<file path="src/hdl/frame_free_list_allocator_top_defines.svh">
// assertion macros for the frame free-list allocator
// used by frame_free_list_allocator_top, no other dependencies
`ifndef FRAME_FREE_LIST_ALLOCATOR_TOP_DEFINES_SVH
`define FRAME_FREE_LIST_ALLOCATOR_TOP_DEFINES_SVH

// condition that must hold at every edge outside reset
`define FFLA_ASSERT_ALWAYS(name, clk, rst_n, cond, msg) \
    name: assert property (@(posedge clk) disable iff (!rst_n) (cond)) else $error(msg);

// consequence that must hold in the cycle after the antecedent
`define FFLA_ASSERT_NEXT(name, clk, rst_n, ante, cons, msg) \
    name: assert property (@(posedge clk) disable iff (!rst_n) (ante) |=> (cons)) else $error(msg);

`endif

</file>
<file path="src/hdl/ffla_pkg.sv">
// shared types and constants for the frame free-list allocator
// no dependencies; used by the interfaces, the output stage and the top level
package ffla_pkg;

    // field widths fixed by the request and response formats
    localparam int FRAME_W       = 8;
    localparam int FRAME_COUNT_W = 9;
    localparam int STATUS_W      = 2;

    // parameter defaults
    localparam int MAX_FRAMES_DEF = 256;
    localparam int NODE_LIMIT_DEF = 512;

    // frame count after reset
    localparam logic [FRAME_COUNT_W-1:0] FRAME_COUNT_RST = 9'd256;

    // request function codes
    localparam logic FUNC_ALLOC   = 1'b0;
    localparam logic FUNC_RELEASE = 1'b1;

    // response status codes
    typedef enum logic [STATUS_W-1:0] {
        ST_OK        = 2'd0,
        ST_EMPTY     = 2'd1,
        ST_UNTRACKED = 2'd2,
        ST_FULL      = 2'd3
    } t_status;

    // one response item
    typedef struct packed {
        t_status              status;
        logic [FRAME_W-1:0]   frame_out;
    } t_rsp;

endpackage

</file>
<file path="src/hdl/ffla_if.sv">


// response channel: status and handed-out frame
interface ffla_rsp_if import ffla_pkg::*; ();
    logic                valid;
    logic                ready;
    logic [STATUS_W-1:0] status;
    logic [FRAME_W-1:0]  frame_out;

    modport source (output valid, status, frame_out, input ready);
    modport sink   (input valid, status, frame_out, output ready);
endinterface


</file>
<file path="src/hdl/ffla_out_stage.sv">
// response output register: holds one result until the sink takes it
// depends on ffla_pkg and ffla_rsp_if
module ffla_out_stage import ffla_pkg::*; (
    input  logic              i_clk,
    input  logic              i_rst_n,
    input  logic              i_load,
    input  t_rsp              i_rsp,
    output logic              o_stall,
    ffla_rsp_if.source        o_rsp
);

    logic r_valid;
    logic n_valid;
    t_rsp r_data;

    // a held result blocks a new load until taken
    assign o_stall = r_valid && !o_rsp.ready;

    always_comb begin
        n_valid = r_valid && !o_rsp.ready;
        if (i_load) begin
            n_valid = 1'b1;
        end
    end

    // valid flag under reset
    always_ff @(posedge i_clk) begin
        if (!i_rst_n) begin
            r_valid <= 1'b0;
        end else begin
            r_valid <= n_valid;
        end
    end

    // payload register
    always_ff @(posedge i_clk) begin
        if (i_load) begin
            r_data <= i_rsp;
        end
    end

    assign o_rsp.valid     = r_valid;
    assign o_rsp.status    = r_data.status;
    assign o_rsp.frame_out = r_data.frame_out;

endmodule

</file>
<file path="src/flat_wrapper.sv">
// flat-port wrapper written by rule: the top's interface ports become plain ports
module ffla_out_stage_flat import ffla_pkg::*;
  (i_clk, i_rst_n, i_load, i_rsp, o_stall, o_rsp_valid, o_rsp_status, o_rsp_frame_out, o_rsp_ready);
  ffla_rsp_if o_rsp_i ();
  input  logic i_clk;
  input  logic i_rst_n;
  input  logic i_load;
  input  t_rsp i_rsp;
  output logic o_stall;
  output wire logic [$bits(o_rsp_i.valid)-1:0] o_rsp_valid;
  output wire logic [$bits(o_rsp_i.status)-1:0] o_rsp_status;
  output wire logic [$bits(o_rsp_i.frame_out)-1:0] o_rsp_frame_out;
  input wire logic [$bits(o_rsp_i.ready)-1:0] o_rsp_ready;
  assign o_rsp_valid = o_rsp_i.valid;
  assign o_rsp_status = o_rsp_i.status;
  assign o_rsp_frame_out = o_rsp_i.frame_out;
  assign o_rsp_i.ready = o_rsp_ready;
  ffla_out_stage u_core (.i_clk(i_clk), .i_rst_n(i_rst_n), .i_load(i_load), .i_rsp(i_rsp), .o_stall(o_stall), .o_rsp(o_rsp_i));
endmodule
</file>
<file path="config.mk">
export PLATFORM = sky130hd
export DESIGN_NAME = ffla_out_stage_flat
export DESIGN_NICKNAME = d
export VERILOG_FILES = /design/src/hdl/frame_free_list_allocator_top_defines.svh /design/src/hdl/ffla_pkg.sv /design/src/hdl/ffla_if.sv /design/src/hdl/ffla_out_stage.sv /design/src/flat_wrapper.sv
export SDC_FILE = /design/constraint.sdc
export NUM_CORES = 1
export LEC_CHECK = 0
export BUFFER_PORTS_ARGS = -buffer_cell sky130_fd_sc_hd__buf_2
export CORE_AREA = 2 2 39 41
export CTS_BUF_LIST = sky130_fd_sc_hd__clkbuf_4
export CTS_CLUSTER_DIAMETER = 120
export DETAILED_ROUTE_END_ITERATION = 8
export DIE_AREA = 0 0 41 43
export PLACE_DENSITY_LB_ADDON = 0.3
export REMOVE_ABC_BUFFERS = 1
export SKIP_CTS_REPAIR_TIMING = 1
export SYNTH_ARGS = -nofsm -noshare
export SYNTH_HDL_FRONTEND = slang
export SYNTH_SLANG_ARGS = --single-unit
</file>
<file path="constraint.sdc">
create_clock -name i_clk -period 1.25 [get_ports i_clk]
set_input_delay 0.0625 -clock i_clk [delete_from_list [all_inputs] [get_ports i_clk]]
set_output_delay 0.0625 -clock i_clk [all_outputs]
set_load 0.1 [all_outputs]
</file>
==> results of run 1 <==
[cell families after synthesis]
| logic type | count (synthesis) |
|---|---|
| DFF | 11 |
| and+or+nand+nor | 1 |
| AOI/OAI and AO/OA | 1 |
[worst reg2reg max path: cells and delay by family, from the launching register on]
family	cells	cell delay [ns]
simple gates	1	0.12
compound gates	1	0.15
flops	1	0.31
[power breakdown]
part	internal [uW]	switching, uW
clock network	145	108
logic	59.7	242
registers	432	5.41
[layout by cell type (no fill, tap or decap)]
cell type	count
o21a_1	1
dlygate4sd3_1	11
clkbuf_4	5
edfxtp_1	10
dfxtp_1	1
buf_2	24
nor2b_4	1
[sequential cells by signal, summed over array words and instances, names as in the netlist]
name                    count
u_core.o_rsp.status         2
u_core.o_rsp.valid          1
u_core.o_rsp.frame_out      8
[how the worst max path moves through the flow]
stage / from / end / slack (ns) / cells past startpoint
2_1_floorplan: u_core.o_rsp.valid / u_core.o_rsp.valid / -0.60 / 2
3_3_place_gp: u_core.o_rsp.valid / o_stall / 0.34 / 2
3_5_place_dp: u_core.o_rsp.valid / o_stall / 0.33 / 2
4_1_cts: u_core.o_rsp.valid / o_stall / 0.03 / 2
5_1_grt: u_core.o_rsp.valid / o_stall / 0.06 / 2
6_report: u_core.o_rsp.valid / o_stall / 0.14 / 2
[metrics by stage]
stage	total power, uW	cell area, um2	hold slack, ns
after floorplan	670	342	0.161
after global placement	719	487	0.241
after detailed placement	722	487	0.245
after CTS	980	517	-0.0299
after global routing	1050	629	0.112
final	991	629	0.140
[area by class of cell]
class | instances | area, um2 | area share, %
repair buffers | 36 | 238 | 37.8
well taps | 16 | 20.0 | 3.18
multi-input cells | 2 | 21.3 | 3.38
clock buffers | 4 | 30.0 | 4.77
flip-flops and latches | 11 | 320 | 50.9
[layer usage]
layer / routed length, um / track usage, % / vias up
li1: - / - / 130
met1: 235 / 6.44 / 116
met2: 365 / 11.6 / 13
met3: 65 / 6.28 / 0
met4: 0 / 8.00 / 0
met5: 0 / 0 / -
==> impl_metrics.ini, run 1 <==
[logic_synthesis]
synth_common_cells = edfxtp_1 (10), dfxtp_1 (1), nor2b_4 (1), o21a_1 (1)
synth_compound_area_share_pct = 2.20
synthXorXnorAreaFrac_pct = 0
synth.most_common_cell = edfxtp_1
netlist_area_um2 = 342
synth_seq_cells = 11
yosys.area_share.simple_pct = 4.03
synth.area.top_cells = edfxtp_1 (88%), dfxtp_1 (5.9%), nor2b_4 (4.0%)
synth_fa_ha_area_share_pct = 0
async_reset_ff_share_pct = 0
synth_edf_count = 10
ys_warn_count = 0
yosysTopAreaCell = edfxtp_1
ys_seq_area_share_pct = 93.8
synth.top_cell.area_share_pct = 87.9
yosysUniqueCellTypes = 4
ys.flop_type = edfxtp_1
synth_cells = 13
synth.area.mux_share_pct = 0
synth_top_family_by_area = simple AND/OR/NAND/NOR gates
syn-mean-instance-area_um2 = 26.3

[die]
core-area_mm2 = 0.00138
chipWidth_um = 41
fp.dieArea_mm2 = 0.00176
rows = 14
io_pins = 26
start_util_pct = 24.7
die_h_um = 43

[final_layout]
finalNetCount = 68
drive_gt1_share_pct = 56.6
area_delta_synth_final_pct = 84.2
fill_cells = 140
instances_no_fill = 69
antennaDiodeCount = 0
fin_util_pct = 45.5

[power]
vdd_drop_max_mv = 0.715
leakage_uw = 0.000278
power_density_mw_per_mm2 = 1580

[place]
post-place-ws_ns = 0.327
portBuffers = 25
place.gp.congestion = 0.548
placedCellCount = 54

[worst_setup_path]
crit_slowest_cell = clkbuf_4
path_buf_inv = 1
cp-end-kind = output pin
critical_path_class = flop to output pin
reg2reg_depth = 2
worstPathMaxFanout = 2
cp_cell_sequence = nor2b_4, clkbuf_4
r2r-start = u_core.o_rsp.valid
r2r_setup_slack_ns = 0.57
cp_top_family = buffers and inverters
required_ns = 1.19
cp-start-kind = flop
crit_arrival_ns = 1.04
worstReg2RegEnd = u_core.o_rsp.valid
slowest_delay_ns = 0.33

[global_routing]
first_global_vias = 217
gr-usage-all-layers_pct = 8.16
antenna_found_initial = 0
grt_max_degree = 12
grt_overflow = 0
grt_first_pass_wirelength_um = 821

[flow_run]
drv_cap = 0

[clock_tree]
cts_buffer_depth = 2
cts_tree = done
clkTransAtPathRegs_ns = 0.06
clock-root-buffer = clkbuf_4
worstSkewPairLatency_ns = 0.26
h-tree-depth = 1
cts.sinks = 11
cts_buffers = 3

[min_path]
holdCritStartpoint = o_rsp_ready
worstHoldPathCells = 3
hp-class = primary input to flop
hold_end = u_core.o_rsp.valid

[routing]
wl_per_cell_um = 9.67
ant_nets = 0
routed_via_density = 3.75
vias = 259
wl_um = 667
drc = 0
dr.pass1.iters = 1
drtIter0Drc = 0

[sta]
slew_viol_final = 0
rsz0062_at_grt = no
finalSetupTns_ns = 0
finClkSkew_ns = 0
fmax_mhz = 904
slew_headroom_pct = 67.7
min_period_ns = 1.11
period_share_pct = 88.5
setup_viol = 0
worstMarginPinSlew_ns = 0.488
hold_violations = 0
worst_slack_ns = 0.143

[status]
status = completed
Power figures use the tool's default switching activity.
==> run 2: changes to the inputs <==
==> constraint.sdc (replaced) <==
create_clock -name i_clk -period 1.25 [get_ports i_clk]
set_input_delay 0.1875 -clock i_clk [delete_from_list [all_inputs] [get_ports i_clk]]
set_output_delay 0.1875 -clock i_clk [all_outputs]
set_load 0.1 [all_outputs]
==> run 2 against run 1 <==
  * Clock skew did not move
  * Register-to-register slack barely moved
  * Count of clock-buffer cells in the layout did not move
  * Die area did not move
  * Maximum frequency fell by 7.9%
  * Utilization fell by 6.9 points
  * Sequential cell count did not move
  * Critical path type unchanged
  * Largest power group unchanged
==> impl_metrics.ini, run 2 (synthesis results as in run 1) <==
[status]
status = completed

[clock_tree]
cts.sinks = 11
cts_tree = done
clock-root-buffer = clkbuf_4
clkTransAtPathRegs_ns = 0.07
h-tree-depth = 1
cts_buffer_depth = 2
cts_buffers = 3
worstSkewPairLatency_ns = 0.26

[worst_setup_path]
path_buf_inv = 1
slowest_delay_ns = 0.43
crit_slowest_cell = buf_2
cp_top_family = buffers and inverters
cp_cell_sequence = buf_2
crit_arrival_ns = 1.01
cp-start-kind = flop
required_ns = 1.06
critical_path_class = flop to output pin
cp-end-kind = output pin
r2r-start = u_core.o_rsp.valid
worstPathMaxFanout = 2
crit_start = u_core.o_rsp.valid

[routing]
wl_met1_um = 216
dr.pass1.iters = 2
wl_per_cell_um = 9.98
drc = 0
met2WireLength_um = 304
routed_via_density = 3.81
drtIter0Drc = 1
wl_um = 579
wl_met3_um = 58
ant_nets = 0
top_layer_used = met3
vias = 221

[sta]
worstMarginPinSlew_ns = 0.490
hold_violations = 0
rsz0062_at_grt = no
fmax_mhz = 832
finalSetupTns_ns = 0
slew_viol_final = 0
period_share_pct = 96.1
slew_headroom_pct = 67.5
min_period_ns = 1.20
setup_viol = 0
finClkSkew_ns = 0

[final_layout]
final_common_cell = buf_2
drive_gt1_share_pct = 71.4
fin_util_pct = 38.6
finalNetCount = 57
largest_reg_flops = 8
mostFrequentLayoutCells = buf_2 (23), edfxtp_1 (10), clkbuf_4 (5)
area_delta_synth_final_pct = 56.4
fin_area_um2 = 534
antennaDiodeCount = 0

[global_routing]
grt_max_degree = 12
grt_overflow = 0
gr-usage-all-layers_pct = 8.16
first_global_vias = 234
grt_first_pass_wirelength_um = 890
antenna_found_initial = 0

[die]
rows = 14
start_util_pct = 24.7
die_h_um = 43
fp.dieArea_mm2 = 0.00176
core-area_mm2 = 0.00138
chipWidth_um = 41
io_pins = 26

[min_path]
holdCritStartpoint = i_rsp[8]
hp-class = primary input to flop

[place]
placed_area_um2 = 502
place.gp.congestion = 0.552
portBuffers = 25

[power]
fin_total_pwr_uw = 973
power_density_mw_per_mm2 = 1820
vdd_drop_max_mv = 0.520
leakage_uw = 0.000236

[flow_run]
drv_cap = 0
[run 2: area by class of cell]
| cell class | instances | area (um2) |
|---|---|---|
| timing repair buffer | 25 | 143 |
| clock buffer | 4 | 30.0 |
| fill | 134 | 850 |
| sequential | 11 | 320 |
| multi-input combinational | 2 | 21.3 |
| tap | 16 | 20.0 |
[run 2: metrics by stage]
| step | hold WS, ns | std cells | worst slack (ns) |
|---|---|---|---|
| after floorplan | 0.286 | 13 | -0.601 |
| after global placement | 0.365 | 54 | 0.340 |
| after detailed placement | 0.366 | 54 | 0.328 |
| after CTS | 0.0878 | 58 | 0.0278 |
| after global routing | 0.0878 | 58 | 0.00446 |
| final | 0.100 | 58 | 0.0487 |
[run 2: path summary, 6_finish.rpt]
path                            end  slack [ns]  cells after the start
max                     o_rsp_valid        0.05                      1
min          u_core.o_rsp.status[0]        0.10                      1
min reg2reg      u_core.o_rsp.valid        0.63                      2
max reg2reg      u_core.o_rsp.valid        0.56                      2
[run 2: power breakdown]
group          internal (uW)  leakage (uW)  switching [uW]
sequential               432      0.000106            6.26
combinational           42.6      0.000112             238
clock                    145     0.0000184             109
[run 2: metal layers]
metal  global-route usage, %  vias up
li1                        -      109
met4                    8.00        0
met1                    8.47       99
met2                    11.6       13
met3                    3.14        0
met5                       0        -
==> run 3: changes to the inputs <==
--- a/config.mk
+++ b/config.mk
@@ -5,14 +5,13 @@
 export SDC_FILE = /design/constraint.sdc
 export NUM_CORES = 1
 export LEC_CHECK = 0
-export BUFFER_PORTS_ARGS = -buffer_cell sky130_fd_sc_hd__buf_2
 export CORE_AREA = 2 2 39 41
 export CTS_BUF_LIST = sky130_fd_sc_hd__clkbuf_4
 export CTS_CLUSTER_DIAMETER = 120
 export DETAILED_ROUTE_END_ITERATION = 8
 export DIE_AREA = 0 0 41 43
+export DONT_BUFFER_PORTS = 1
 export PLACE_DENSITY_LB_ADDON = 0.3
-export REMOVE_ABC_BUFFERS = 1
 export SKIP_CTS_REPAIR_TIMING = 1
 export SYNTH_ARGS = -nofsm -noshare
 export SYNTH_HDL_FRONTEND = slang
==> constraint.sdc (replaced) <==
create_clock -name i_clk -period 1.1 [get_ports i_clk]
set_input_delay 0.165 -clock i_clk [delete_from_list [all_inputs] [get_ports i_clk]]
set_output_delay 0.165 -clock i_clk [all_outputs]
set_load 0.1 [all_outputs]
==> run 3 against run 2 <==
  * The run now ends with setup timing left
  * Final cell count is 3.4% lower
  * Combinational power rose by 48%
  * Routed wire length grew 6.6%
  * Final area up 37%
  * Setup slack lost 0.049 ns
  * Register-to-register slack lost 0.18 ns
  * Critical endpoint is now o_stall
  * Critical path depth up 1
==> impl_metrics.ini, run 3 (synthesis results as in run 1) <==
[flow_run]
drv_cap = 0

[sta]
worstMarginPinSlew_ns = 0.278
finClkSkew_ns = 0
period_share_pct = 100
worst_slack_ns = -0.000199
setup_viol = 1
fmax_mhz = 909
whs_ns = 0.0195
slew_viol_final = 0
rsz0062_at_grt = yes
slew_headroom_pct = 81.6
hold_violations = 0
min_period_ns = 1.10

[worst_setup_path]
required_ns = 0.94
cp_cell_sequence = nor2b_4, buf_12
path_buf_inv = 1
r2r_setup_slack_ns = 0.38
slowest_delay_ns = 0.34
reg2reg_depth = 2
cp_top_family = flip-flops
r2r-start = u_core.o_rsp.valid
crit_arrival_ns = 0.94
critical_path_class = flop to output pin
cp-end-kind = output pin
cp-start-kind = flop
worstPathMaxFanout = 2
crit_slowest_cell = dfxtp_4
worstReg2RegEnd = u_core.o_rsp.valid

[die]
die_h_um = 43
start_util_pct = 24.7
core-area_mm2 = 0.00138
fp.dieArea_mm2 = 0.00176
rows = 14
chipWidth_um = 41
io_pins = 26

[clock_tree]
clock-root-buffer = clkbuf_4
cts_buffer_depth = 2
clkTransAtPathRegs_ns = 0.06
h-tree-depth = 1
cts_buffers = 3
worstSkewPairLatency_ns = 0.25
cts.sinks = 11
cts_tree = done

[status]
violations = setup timing
status = finished, violations left

[final_layout]
fin_util_pct = 53.0
drive_gt1_share_pct = 45.0
largest_reg_flops = 8
area_delta_synth_final_pct = 115
fin_area_um2 = 733
finalNetCount = 55
mostFrequentLayoutCells = dlygate4sd3_1 (11), buf_12 (11), edfxtp_1 (10), clkbuf_4 (4)
antennaDiodeCount = 0

[logic_synthesis]
syn-num-nets = 27

[power]
power_density_mw_per_mm2 = 1640
leakage_uw = 0.000286
vdd_drop_max_mv = 0.604

[global_routing]
grt_overflow = 0
grt_max_degree = 12
antenna_found_initial = 0
gr-usage-all-layers_pct = 8.00
grt_first_pass_wirelength_um = 807
first_global_vias = 202

[place]
placed_area_um2 = 593
place.gp.congestion = 0.543
portBuffers = 0

[routing]
dr.pass1.iters = 2
vias = 220
drtIter0Drc = 1
drc = 0
routed_via_density = 3.93
wl_um = 617
ant_nets = 0
wl_per_cell_um = 11.0

[min_path]
hp-class = primary input to flop
holdCritStartpoint = i_load
hold_end = u_core.o_rsp.frame_out[0]
worstHoldPathCells = 0
[run 3: changes by cell type in the layout (fill, tap and decap cells not counted)]
| cell | previous run | this run |
|---|---|---|
| buf_12 | 1 | 11 |
| dfxtp_1 | 1 | 0 |
| buf_4 | 0 | 1 |
| clkbuf_4 | 5 | 4 |
| dlygate4sd3_1 | 0 | 11 |
| buf_2 | 23 | 0 |
| dfxtp_4 | 0 | 1 |
[run 3: final cells by class]
class	count	area, um2
Clock buffer	4	30.0
Sequential cell	11	324
Timing Repair Buffer	23	338
Tap cell	16	20.0
Fill cell	109	651
Multi-Input combinational cell	2	21.3
[run 3: metal layers]
metal,GRT usage [%],routed length (um),up-vias
li1,-,-,105
met1,5.52,181,101
met2,12.8,372,12
met3,3.14,53,2
met4,10.0,10,0
met5,0,0,-
[run 3: worst max path at each step]
stage               cells past startpoint               start                 end  slack, ns
global placement                        2  u_core.o_rsp.valid             o_stall       0.28
finish                                  2  u_core.o_rsp.valid             o_stall    -0.0002
detailed placement                      2  u_core.o_rsp.valid             o_stall       0.27
global route                            2  u_core.o_rsp.valid             o_stall      -0.05
floorplan                               2  u_core.o_rsp.valid  u_core.o_rsp.valid      -0.25
CTS                                     2  u_core.o_rsp.valid             o_stall      -0.02
[run 3: per-stage QoR]
step	setup TNS [ns]	worst slack [ns]	power (uW)	instances
global route	-0.0498	-0.0498	1260	56
floorplan	-0.440	-0.254	761	13
global placement	0	0.277	907	41
finish	-0.000199	-0.000199	1200	56
detailed placement	0	0.272	908	41
CTS	-0.0190	-0.0190	1190	45
[run 3: report_power, final]
part / internal [uW] / total [uW] / switching (uW)
registers: 493 / 517 / 23.9
logic: 148 / 413 / 266
clock network: 164 / 275 / 111
total: 804 / 1200 / 400
